[config.mk]
export PLATFORM = sky130hd
export DESIGN_NAME = fit_policy_block_allocator
export DESIGN_NICKNAME = d
export VERILOG_FILES = /design/src/hdl/fpba_pkg.sv /design/src/hdl/fit_policy_block_allocator.sv /design/src/hdl/fpba_table.sv /design/src/hdl/fpba_unit.sv
export SDC_FILE = /design/constraint.sdc
export NUM_CORES = 1
export LEC_CHECK = 0
export BUFFER_PORTS_ARGS = -buffer_cell sky130_fd_sc_hd__buf_4
export CORE_AREA = 2 2 207 209
export CTS_BUF_LIST = sky130_fd_sc_hd__clkbuf_16
export DETAILED_ROUTE_END_ITERATION = 12
export DIE_AREA = 0 0 209 211
export SYNTH_ARGS = -nofsm -noshare
export SYNTH_HDL_FRONTEND = slang
export SYNTH_SLANG_ARGS = --single-unit
export TNS_END_PERCENT = 100
[constraint.sdc]
create_clock -name aclk -period 5.25 [get_ports aclk]
set_input_delay 0.525 -clock aclk [delete_from_list [all_inputs] [get_ports aclk]]
set_output_delay 0.525 -clock aclk [all_outputs]
set_load 0.05 [all_outputs]
[src/hdl/fpba_pkg.sv]
package fpba_pkg;

    // Table geometry
    localparam int NUM_BLOCKS = 16;
    localparam int SIZE_BITS  = 16;

    // Fixed field widths of the items
    localparam int LOAD_IDX_W = 4;
    localparam int REQ_SIZE_W = 16;
    localparam int FIT_MODE_W = 2;
    localparam int ACTIVE_W   = 5;
    localparam int CFG_DATA_W = 5;
    localparam int CFG_IDX_W  = 1;

    // Derived widths
    localparam int IDX_W   = (NUM_BLOCKS > 1) ? $clog2(NUM_BLOCKS) : 1;
    localparam int CNT_W   = $clog2(NUM_BLOCKS + 1);
    localparam int LIM_W   = (CNT_W > ACTIVE_W) ? CNT_W : ACTIVE_W;
    localparam int IDXX_W  = (IDX_W > LOAD_IDX_W) ? IDX_W : LOAD_IDX_W;
    localparam int SIZEX_W = (SIZE_BITS > REQ_SIZE_W) ? SIZE_BITS : REQ_SIZE_W;

    // Register indexes
    localparam logic [CFG_IDX_W-1:0] CFG_FIT_MODE = 1'b0;
    localparam logic [CFG_IDX_W-1:0] CFG_ACTIVE   = 1'b1;

    // Placement policies; the unused code behaves as first fit
    localparam logic [FIT_MODE_W-1:0] FIT_FIRST = 2'd0;
    localparam logic [FIT_MODE_W-1:0] FIT_BEST  = 2'd1;
    localparam logic [FIT_MODE_W-1:0] FIT_WORST = 2'd2;

    // Item kinds
    localparam logic REQ_LOAD  = 1'b0;
    localparam logic REQ_ALLOC = 1'b1;

    localparam logic [ACTIVE_W-1:0] ACTIVE_RESET = 5'd16;

    typedef struct packed {
        logic                  req_type;
        logic [LOAD_IDX_W-1:0] load_index;
        logic [REQ_SIZE_W-1:0] req_size;
    } in_item_t;

    typedef struct packed {
        logic                  granted;
        logic [LOAD_IDX_W-1:0] chosen_index;
        logic [REQ_SIZE_W-1:0] free_left;
    } out_item_t;

    typedef enum logic [2:0] {
        ST_IDLE,
        ST_LOAD,
        ST_SCAN,
        ST_UPDATE,
        ST_OUT
    } state_t;

    typedef struct packed {
        logic                 en;
        logic [IDX_W-1:0]     addr;
        logic [SIZE_BITS-1:0] data;
    } tbl_wr_t;

    typedef struct packed {
        logic                 fits;
        logic                 better;
        logic [SIZE_BITS-1:0] diff;
    } unit_res_t;

endpackage

[src/hdl/fit_policy_block_allocator.sv]
// Fit-policy block allocator. Keeps a table of free sizes, one per memory
// block, all zero after reset. A load item (req_type 0) writes one entry and
// returns it; an allocate item (req_type 1) searches the first active_blocks
// entries for one whose free size is at least req_size: first fit takes the
// lowest index, best fit the smallest fitting size, worst fit the largest,
// ties to the lower index. The request is subtracted from the chosen entry
// and the grant, index and remainder come back as one result item; with
// nothing fitting the result is all zero. An allocate item passes through
// the accept, scan, update and output states, testing the entries one at a
// time on the shared subtract/compare unit, which also forms the remainder
// at update; first fit stops after the first hit. A load item passes
// through the accept, load and output states. The input side is ready only
// when no item is in work; a finished result waits in the output register
// while the next item is taken. Write fit_mode and active_blocks only while
// the block is idle.
module fit_policy_block_allocator (
    input  logic                             aclk,
    input  logic                             aresetn,
    // configuration
    input  logic                             cfg_wr_en,
    input  logic [fpba_pkg::CFG_IDX_W-1:0]   cfg_index,
    input  logic [fpba_pkg::CFG_DATA_W-1:0]  cfg_wdata,
    // input items
    input  logic                             s_valid,
    output logic                             s_ready,
    input  fpba_pkg::in_item_t               s_item,
    // result items
    output logic                             m_valid,
    input  logic                             m_ready,
    output fpba_pkg::out_item_t              m_item
);
    import fpba_pkg::*;

    state_t state_reg, state_next;

    // configuration registers
    logic [FIT_MODE_W-1:0] fit_mode_reg;
    logic [ACTIVE_W-1:0]   active_reg;

    // item in work
    logic [IDXX_W-1:0]     lidx_reg,   lidx_next;
    logic [SIZE_BITS-1:0]  size_reg,   size_next;

    // scan state
    logic [CNT_W-1:0]      scan_reg,   scan_next;
    logic                  found_reg,  found_next;
    logic [IDX_W-1:0]      pick_reg,   pick_next;
    logic [SIZE_BITS-1:0]  best_reg,   best_next;

    // finished result waiting for the output register
    out_item_t             res_reg,    res_next;

    // output register
    logic                  m_valid_reg, m_valid_next;
    out_item_t             m_item_reg,  m_item_next;

    tbl_wr_t               tbl_wr;
    logic [SIZE_BITS-1:0]  rdata;
    logic [SIZE_BITS-1:0]  unit_value;
    unit_res_t             unit_res;

    logic [LIM_W-1:0]      act_ext, limit, scan_ext;
    logic                  scan_end;
    logic [SIZEX_W-1:0]    size_in_ext;
    logic [SIZEX_W-1:0]    left_ext;
    logic [IDXX_W-1:0]     pick_ext;

    fpba_table u_table (
        .aclk    (aclk),
        .aresetn (aresetn),
        .wr      (tbl_wr),
        .raddr   (scan_reg[IDX_W-1:0]),
        .rdata   (rdata)
    );

    fpba_unit u_unit (
        .fit_mode (fit_mode_reg),
        .value    (unit_value),
        .size     (size_reg),
        .best     (best_reg),
        .res      (unit_res)
    );

    // Configuration writes; active_blocks above the table depth is clipped below
    always_ff @(posedge aclk) begin
        if (!aresetn) begin
            fit_mode_reg <= FIT_FIRST;
            active_reg   <= ACTIVE_RESET;
        end else if (cfg_wr_en) begin
            case (cfg_index)
                CFG_FIT_MODE: fit_mode_reg <= cfg_wdata[FIT_MODE_W-1:0];
                CFG_ACTIVE:   active_reg   <= cfg_wdata[ACTIVE_W-1:0];
                default:      ;
            endcase
        end
    end

    // Search limit: min(active_blocks, NUM_BLOCKS)
    assign act_ext  = LIM_W'(active_reg);
    assign limit    = (act_ext > LIM_W'(NUM_BLOCKS)) ? LIM_W'(NUM_BLOCKS) : act_ext;
    assign scan_ext = LIM_W'(scan_reg);
    // first fit ends as soon as one entry fits
    assign scan_end = (scan_ext >= limit) ||
                      (found_reg && fit_mode_reg != FIT_BEST && fit_mode_reg != FIT_WORST);

    // The unit tests entries during the scan and forms the remainder at update
    assign unit_value = (state_reg == ST_UPDATE) ? best_reg : rdata;

    assign size_in_ext = SIZEX_W'(s_item.req_size);
    assign left_ext    = SIZEX_W'(unit_res.diff);
    assign pick_ext    = IDXX_W'(pick_reg);

    always_ff @(posedge aclk) begin
        if (!aresetn) begin
            state_reg   <= ST_IDLE;
            m_valid_reg <= 1'b0;
            found_reg   <= 1'b0;
        end else begin
            state_reg   <= state_next;
            m_valid_reg <= m_valid_next;
            found_reg   <= found_next;
        end
    end

    always_ff @(posedge aclk) begin
        lidx_reg   <= lidx_next;
        size_reg   <= size_next;
        scan_reg   <= scan_next;
        pick_reg   <= pick_next;
        best_reg   <= best_next;
        res_reg    <= res_next;
        m_item_reg <= m_item_next;
    end

    always_comb begin
        state_next   = state_reg;
        lidx_next    = lidx_reg;
        size_next    = size_reg;
        scan_next    = scan_reg;
        found_next   = found_reg;
        pick_next    = pick_reg;
        best_next    = best_reg;
        res_next     = res_reg;
        m_item_next  = m_item_reg;
        tbl_wr       = '0;
        s_ready      = 1'b0;

        // drop the shown result once taken
        m_valid_next = m_valid_reg && !m_ready;

        case (state_reg)
            ST_IDLE: begin
                s_ready = 1'b1;
                if (s_valid) begin
                    lidx_next  = IDXX_W'(s_item.load_index);
                    size_next  = size_in_ext[SIZE_BITS-1:0];
                    scan_next  = '0;
                    found_next = 1'b0;
                    state_next = (s_item.req_type == REQ_ALLOC) ? ST_SCAN : ST_LOAD;
                end
            end

            ST_LOAD: begin
                // ignore loads beyond the table
                if ((IDXX_W+1)'(lidx_reg) < (IDXX_W+1)'(NUM_BLOCKS)) begin
                    tbl_wr.en    = 1'b1;
                    tbl_wr.addr  = lidx_reg[IDX_W-1:0];
                    tbl_wr.data  = size_reg;
                    res_next.granted      = 1'b1;
                    res_next.chosen_index = lidx_reg[LOAD_IDX_W-1:0];
                    res_next.free_left    = REQ_SIZE_W'(size_reg);
                end else begin
                    res_next = '0;
                end
                state_next = ST_OUT;
            end

            ST_SCAN: begin
                if (scan_end) begin
                    state_next = ST_UPDATE;
                end else begin
                    // take the entry if it fits and beats the current pick
                    if (unit_res.fits && (!found_reg || unit_res.better)) begin
                        found_next = 1'b1;
                        pick_next  = scan_reg[IDX_W-1:0];
                        best_next  = rdata;
                    end
                    scan_next = scan_reg + CNT_W'(1);
                end
            end

            ST_UPDATE: begin
                if (found_reg) begin
                    tbl_wr.en    = 1'b1;
                    tbl_wr.addr  = pick_reg;
                    tbl_wr.data  = unit_res.diff;
                    res_next.granted      = 1'b1;
                    res_next.chosen_index = pick_ext[LOAD_IDX_W-1:0];
                    res_next.free_left    = left_ext[REQ_SIZE_W-1:0];
                end else begin
                    res_next = '0;
                end
                state_next = ST_OUT;
            end

            ST_OUT: begin
                // hold until the output register is free
                if (!m_valid_reg || m_ready) begin
                    m_valid_next = 1'b1;
                    m_item_next  = res_reg;
                    state_next   = ST_IDLE;
                end
            end

            default: begin
                state_next = ST_IDLE;
            end
        endcase
    end

    assign m_valid = m_valid_reg;
    assign m_item  = m_item_reg;

endmodule

[src/hdl/fpba_table.sv]
module fpba_table (
    input  logic                          aclk,
    input  logic                          aresetn,
    input  fpba_pkg::tbl_wr_t             wr,
    input  logic [fpba_pkg::IDX_W-1:0]    raddr,
    output logic [fpba_pkg::SIZE_BITS-1:0] rdata
);
    import fpba_pkg::*;

    logic [SIZE_BITS-1:0] free_reg [NUM_BLOCKS];

    // Free-size table: one write port, one read port; cleared by reset
    always_ff @(posedge aclk) begin
        if (!aresetn) begin
            for (int i = 0; i < NUM_BLOCKS; i++) begin
                free_reg[i] <= '0;
            end
        end else if (wr.en) begin
            free_reg[wr.addr] <= wr.data;
        end
    end

    assign rdata = free_reg[raddr];

endmodule

[src/hdl/fpba_unit.sv]
module fpba_unit (
    input  logic [fpba_pkg::FIT_MODE_W-1:0] fit_mode,
    input  logic [fpba_pkg::SIZE_BITS-1:0]  value,
    input  logic [fpba_pkg::SIZE_BITS-1:0]  size,
    input  logic [fpba_pkg::SIZE_BITS-1:0]  best,
    output fpba_pkg::unit_res_t             res
);
    import fpba_pkg::*;

    logic [SIZE_BITS:0] sub;

    // One subtractor: no borrow means the value holds the request
    assign sub = {1'b0, value} - {1'b0, size};

    always_comb begin
        res.fits = ~sub[SIZE_BITS];
        res.diff = sub[SIZE_BITS-1:0];
        case (fit_mode)
            FIT_BEST:  res.better = (value < best);
            FIT_WORST: res.better = (value > best);
            default:   res.better = 1'b0;
        endcase
    end

endmodule

==> impl_metrics.toml, run 1 <==
[run_status]
status = "complete, no violations"

[routing]
firstDrtPassIters = 5
drt-initial-drc-count = 1154
routed_wl_mm = 43.34
detail-route-antenna-nets = 0
drc = 0
vias = 10430
wl_per_cell_um = 23.63
vias_per_cell = 5.685

[flow_run]
drv_cap = 0

[sta]
period_minus_slack_ps = 4556
maxSlewViolCount = 0
clock.fmax_mhz = 219.5
setup_tns_ps = 0
hold_viol = 0
rsz0062_at_grt = "no"
fin_skew_ps = 21.56
setup_viol = 0
min_period_over_period_pct = 86.78
worst_pin_slew_ps = 1123
slew_headroom_pct = 24.98

[clock_network]
post_cts_buffers = 0
cts_buffers = 38
cts.clk_slew.worst_paths_ps = 60
root_buffer = "clkbuf_16"
cts_buffer_depth = 3
cts.repair.resized = 0
cts_sinks = 359
cts_hold_buf = 0
htree_levels = 2
cts_tree = "yes"
clk_latency_ps = 540

[die]
chipWidth_um = 209
io_pins = 55
row_count = 75
start_util_pct = 39.57
core_area_um2 = 41760
die_y_um = 211
dieArea_um2 = 44100

[finish]
area_growth_pct = 13.93
nNetsFinal = 1340
antennaDiodeCount = 0
largest_register_ffs = 256
final_area_um2 = 18830
num-fill-cells = 3659
fin_util_pct = 45.08
drive_gt1_share_pct = 20.69

[yosys]
synth-seq-cells = 359
synth_edf_count = 343
yosysWarnings = 0
synthArstFlopShare_pct = 0
synth.distinct_cells = 74
seq_area_frac_synth_pct = 64.27
syn_area_um2 = 16520
syn_inst = 1201
postSynthAreaPerCell_um2 = 13.76
ys.flop_type = "edfxtp_1"
synth_nets = 1274

[grt]
grt_pass1_wl_mm = 65.27
grt.total_usage_pct = 19.99
gr-total-overflow = 0
grt_pass1_vias = 10510
grt_max_degree = 37
grt_antenna_before_repair = 0

[power_and_ir_drop]
clkPwrFrac_pct = 31.6
power_frac_seq_pct = 42.4
swShare_pct = 29.81
ir_worst_vdd_mv = 0.1967
pwr-share-comb_pct = 26.1
p_int_mw = 5.754
p_sw_mw = 2.443
powerDensity_nw_per_um2 = 435.4
p_leak_nw = 6.629

[place]
hpwl_mm = 27.27
numPortBuffers = 54
dpl_cell_area_um2 = 17640
place_congestion = 0.8264

[min_path]
hold_path_depth = 1
hold_path.class = "in2reg"
hold_start = "s_item[10]"
min_to = "size_reg[10]"

[setup_path]
r2r_slack_ps = 690
cp.arrival_ps = 4800
critical_path_required_ps = 5490
crit_fanout = 25
path_class = "reg2reg"
start_kind = "flip-flop"
reg2reg_to = "u_table.free_reg[0][15]"
r2r_cells = 12
crit_path_end_kind = "flip-flop"
layer usage:
layer	up-vias	routed length [um]	GRT usage (%)
li1	4629	-	-
met1	5274	17820	27.06
met2	450	20820	33.09
met3	73	3467	3.345
met4	0	1236	6.453
met5	-	0	0
metrics by stage:
stage | setup WS (ps) | instances | total power [mW] | hold slack [ps]
global route | 359.2 | 1834 | 8.563 | 148.4
CTS | 747.1 | 1834 | 8.241 | 143.5
global placement | 805.2 | 1766 | 5.624 | 400.7
finish | 694.2 | 1834 | 8.197 | 167.9
detailed placement | 741.8 | 1766 | 5.657 | 404.5
floorplan | 1008 | 1201 | 5.053 | 400.3
power by group through the flow:
stage,Sequential [mW],Clock (mW),Combinational (mW)
5_1_grt,3.49,2.74,2.34
4_1_cts,3.47,2.63,2.13
6_report,3.47,2.59,2.14
3_3_place_gp,3.53,0,2.10
2_1_floorplan,3.48,0,1.58
3_5_place_dp,3.53,0,2.12
cells in the mapped netlist (4+ instances only):
cell type / n / area share [%]
o21a_1: 5 / 0.23
nand2_1: 105 / 2.4
nand3_1: 16 / 0.48
nand2b_1: 4 / 0.15
clkbuf_1: 39 / 0.89
buf_4: 4 / 0.18
nor2b_1: 9 / 0.34
inv_1: 42 / 0.95
nor3_1: 8 / 0.24
edfxtp_1: 343 / 62
a21oi_1: 110 / 3.3
o21ai_1: 4 / 0.12
a211oi_1: 6 / 0.27
o21ai_0: 40 / 1.2
buf_2: 26 / 0.79
a21oi_2: 8 / 0.42
nand4_1: 6 / 0.23
o211ai_1: 4 / 0.18
mux4_2: 80 / 11
a21boi_0: 10 / 0.45
ha_1: 40 / 3.0
a21o_1: 6 / 0.27
nor2_1: 192 / 4.4
and3_1: 6 / 0.23
dfxtp_1: 16 / 1.9
cell type report:
| class | count | area (um2) | share of cell area [%] |
|---|---|---|---|
| Sequential cell | 359 | 10630 | 56.44 |
| Inverter | 44 | 166.4 | 0.8839 |
| Clock buffer | 39 | 975.9 | 5.184 |
| Multi-Input combinational cell | 722 | 5388 | 28.62 |
| Clock inverter | 29 | 206.4 | 1.097 |
| Tap cell | 539 | 674.4 | 3.582 |
| Timing Repair Buffer | 102 | 790.8 | 4.200 |
worst max-delay path by stage:
stage,start,endpoint
5_1_grt,flip-flop,u_table.free_reg[1][15]
6_report,flip-flop,u_table.free_reg[0][15]
2_1_floorplan,flip-flop,best_reg[0]
3_3_place_gp,flip-flop,u_table.free_reg[15][15]
3_5_place_dp,flip-flop,u_table.free_reg[1][15]
4_1_cts,flip-flop,u_table.free_reg[2][15]
cells by family (layout without fill, tap and decap cells):
family	Yosys count	after routing	synth area share (%)
muxes	88	88	11.51
xor gates and xnor gates	6	6	0.3181
AOI/OAI and AO/OA	222	222	8.178
and+or+nand+nor	365	365	9.412
DFF	359	359	64.27
buffers and inverters	120	214	3.165
adders and majority gates	41	41	3.150
worst max-delay path: stages, from the launching register on:
cell and delay (ps):
dfxtp_2 540, buf_12 250, buf_4 290, mux4_2 340, mux4_2 510, nand2_1 80, o21ai_0 130, ha_1 380
a21oi_1 300, o21ai_0 230, o21ai_0 360, a211o_1 670, a21oi_1 170
cells in the final DEF, fill, tap and decap left out, types with 7 or more instances in the layout:
cell / instances
clkinv_2: 9
a21oi_2: 9
a21boi_0: 10
nand3_1: 16
dfxtp_1: 14
buf_4: 100
nor2b_1: 9
nand2_1: 105
o21ai_0: 40
clkbuf_16: 39
nor3_1: 8
clkinv_1: 7
inv_1: 51
edfxtp_1: 343
nor2_1: 191
a21oi_1: 109
ha_1: 40
mux4_2: 80
Power figures use the tool's default switching activity.
==> run 2, diff against run 1 <==
Settings changed: REMOVE_ABC_BUFFERS set to 1.
==> run 2 against run 1 <==
Net effect: combinational power about the same; highest routed layer unchanged; flip-flop and latch count unchanged; non-clock buffer count up 1.
==> impl_metrics.toml, run 2 (synthesized netlist as in run 1, its figures left out) <==
[run_status]
status = "complete, no violations"

[setup_path]
r2r_cells = 12
path_class = "reg2reg"
cpPeakStageDelay_ps = 570
crit_fanout = 28
reg2reg_to = "u_table.free_reg[4][15]"
crit_top_cell = "o21ai_0"
crit_path_end_kind = "flip-flop"
r2r_slack_ps = 610
critical_path_required_ps = 5500
start_kind = "flip-flop"
cp.arrival_ps = 4890
cp_slowest_cell = "a211o_1"
cp_cell_sequence = "buf_12 > buf_4 > mux4_2 > mux4_2 > nand2_1 > o21ai_0 > ha_1 > a21oi_1 > o21ai_0 > o21ai_0 > a211o_1 > a21oi_1"

[clock_network]
root_buffer = "clkbuf_16"
clk_latency_ps = 540
cts_hold_buf = 0
cts_tree = "yes"
cts_buffers = 39
cts_buffer_depth = 3
post_cts_buffers = 0
htree_levels = 2
cts.repair.resized = 0
cts_sinks = 359
cts.clk_slew.worst_paths_ps = 60

[sta]
fin_skew_ps = 23.39
min_period_over_period_pct = 88.37
rsz0062_at_grt = "no"
period_minus_slack_ps = 4639
worst_pin_slew_ps = 1062
slew_headroom_pct = 29.12
hold_viol = 0
clock.fmax_mhz = 215.5
maxSlewViolCount = 0
setup_viol = 0

[grt]
grt_pass1_vias = 10360
grt_antenna_before_repair = 0
gr-total-overflow = 0
grt_pass1_wl_mm = 65.09
grt_max_degree = 36
grt.total_usage_pct = 19.85

[power_and_ir_drop]
swShare_pct = 30.16
p_leak_nw = 6.613
pwr-share-comb_pct = 26.5
power_frac_seq_pct = 43.0
ir_worst_vdd_mv = 0.2279
p_int_mw = 5.667
p_sw_mw = 2.447
powerDensity_nw_per_um2 = 432.2
clkPwrFrac_pct = 30.5

[routing]
vias = 10360
routed_wl_mm = 42.91
firstDrtPassIters = 5
drt-initial-drc-count = 1147
wl_per_cell_um = 23.42
vias_per_cell = 5.657
detail-route-antenna-nets = 0
drc = 0

[place]
numPortBuffers = 54
hpwl_mm = 27.46
dpl_cell_area_um2 = 17650
place_congestion = 0.8365
dpl.cell_count = 1767

[finish]
layout_commonest_cell = "edfxtp_1"
final_area_um2 = 18780
antennaDiodeCount = 0
area_growth_pct = 13.62
final_cell_mix = "edfxtp_1 (343), nor2_1 (191), a21oi_1 (109)"
nNetsFinal = 1342
instances_no_fill = 1832
largest_register_ffs = 256
drive_gt1_share_pct = 20.19

[min_path]
hold_path_depth = 1
min_to = "size_reg[6]"
hold_start = "s_item[6]"
hold_path.class = "in2reg"

[flow_run]
drv_cap = 0

[die]
die_y_um = 211
core_area_um2 = 41760
row_count = 75
dieArea_um2 = 44100
chipWidth_um = 209
io_pins = 55
start_util_pct = 39.57
run 2: per-layer routing:
metal / wire, um / vias up / part of all wire, % / GRT usage (%)
met3: 2843 / 71 / 6.6 / 2.959
met2: 21090 / 374 / 49 / 33.85
li1: - / 4636 / - / -
met5: 0 / - / 0 / 0
met4: 1136 / 0 / 2.6 / 5.961
met1: 17840 / 5282 / 42 / 26.44
run 2: cell type report:
| type | count | area [um2] |
|---|---|---|
| timing repair buffer | 103 | 798.3 |
| clock buffer | 41 | 1026 |
| tap | 539 | 674.4 |
| sequential | 359 | 10630 |
| clock inverter | 24 | 97.59 |
| fill | 3727 | 22980 |
| inverter | 44 | 166.4 |
| multi-input combinational | 722 | 5388 |
run 2: how the worst max path moves through the flow:
| stage | startpoint | end | slack, ps | cells after the start |
|---|---|---|---|---|
| finish | flip-flop | u_table.free_reg[4][15] | 610 | 12 |
| global route | flip-flop | u_table.free_reg[8][15] | 200 | 12 |
| CTS | flip-flop | u_table.free_reg[4][15] | 640 | 12 |
| detailed placement | flip-flop | u_table.free_reg[4][14] | 630 | 14 |
| global placement | flip-flop | u_table.free_reg[4][14] | 690 | 14 |
| floorplan | flip-flop | best_reg[0] | -1130 | 11 |
run 2: power by group through the flow:
| stage | registers [mW] | clock network, mW | logic [mW] |
|---|---|---|---|
| floorplan | 3.62 | 0 | 1.41 |
| global placement | 3.54 | 0 | 2.12 |
| detailed placement | 3.55 | 0 | 2.14 |
| CTS | 3.49 | 2.51 | 2.15 |
| global route | 3.51 | 2.62 | 2.35 |
| finish | 3.49 | 2.47 | 2.15 |
run 2: critical path, delay by kind of cell, from the launching register on:
kind                       cells  cell delay (ps)
AOI/OAI and AO/OA              6             1780
buffers and inverters          2              550
DFF                            1              510
and+or+nand+nor                1               90
adders and majority gates      1              390
muxes                          2             1020
run 2: per-stage QoR:
stage / worst slack, ps / TNS, ps / utilization, % / power [mW] / hold slack (ps)
floorplan: -1126 / -222290 / - / 5.039 / 400.3
global placement: 690.4 / 0 / 42.27 / 5.659 / 401.8
detailed placement: 632.9 / 0 / 42.27 / 5.689 / 405.2
CTS: 636.8 / 0 / 44.96 / 8.155 / 140.8
global route: 197.3 / 0 / 44.96 / 8.472 / 141.4
finish: 610.6 / 0 / 44.96 / 8.114 / 158.7
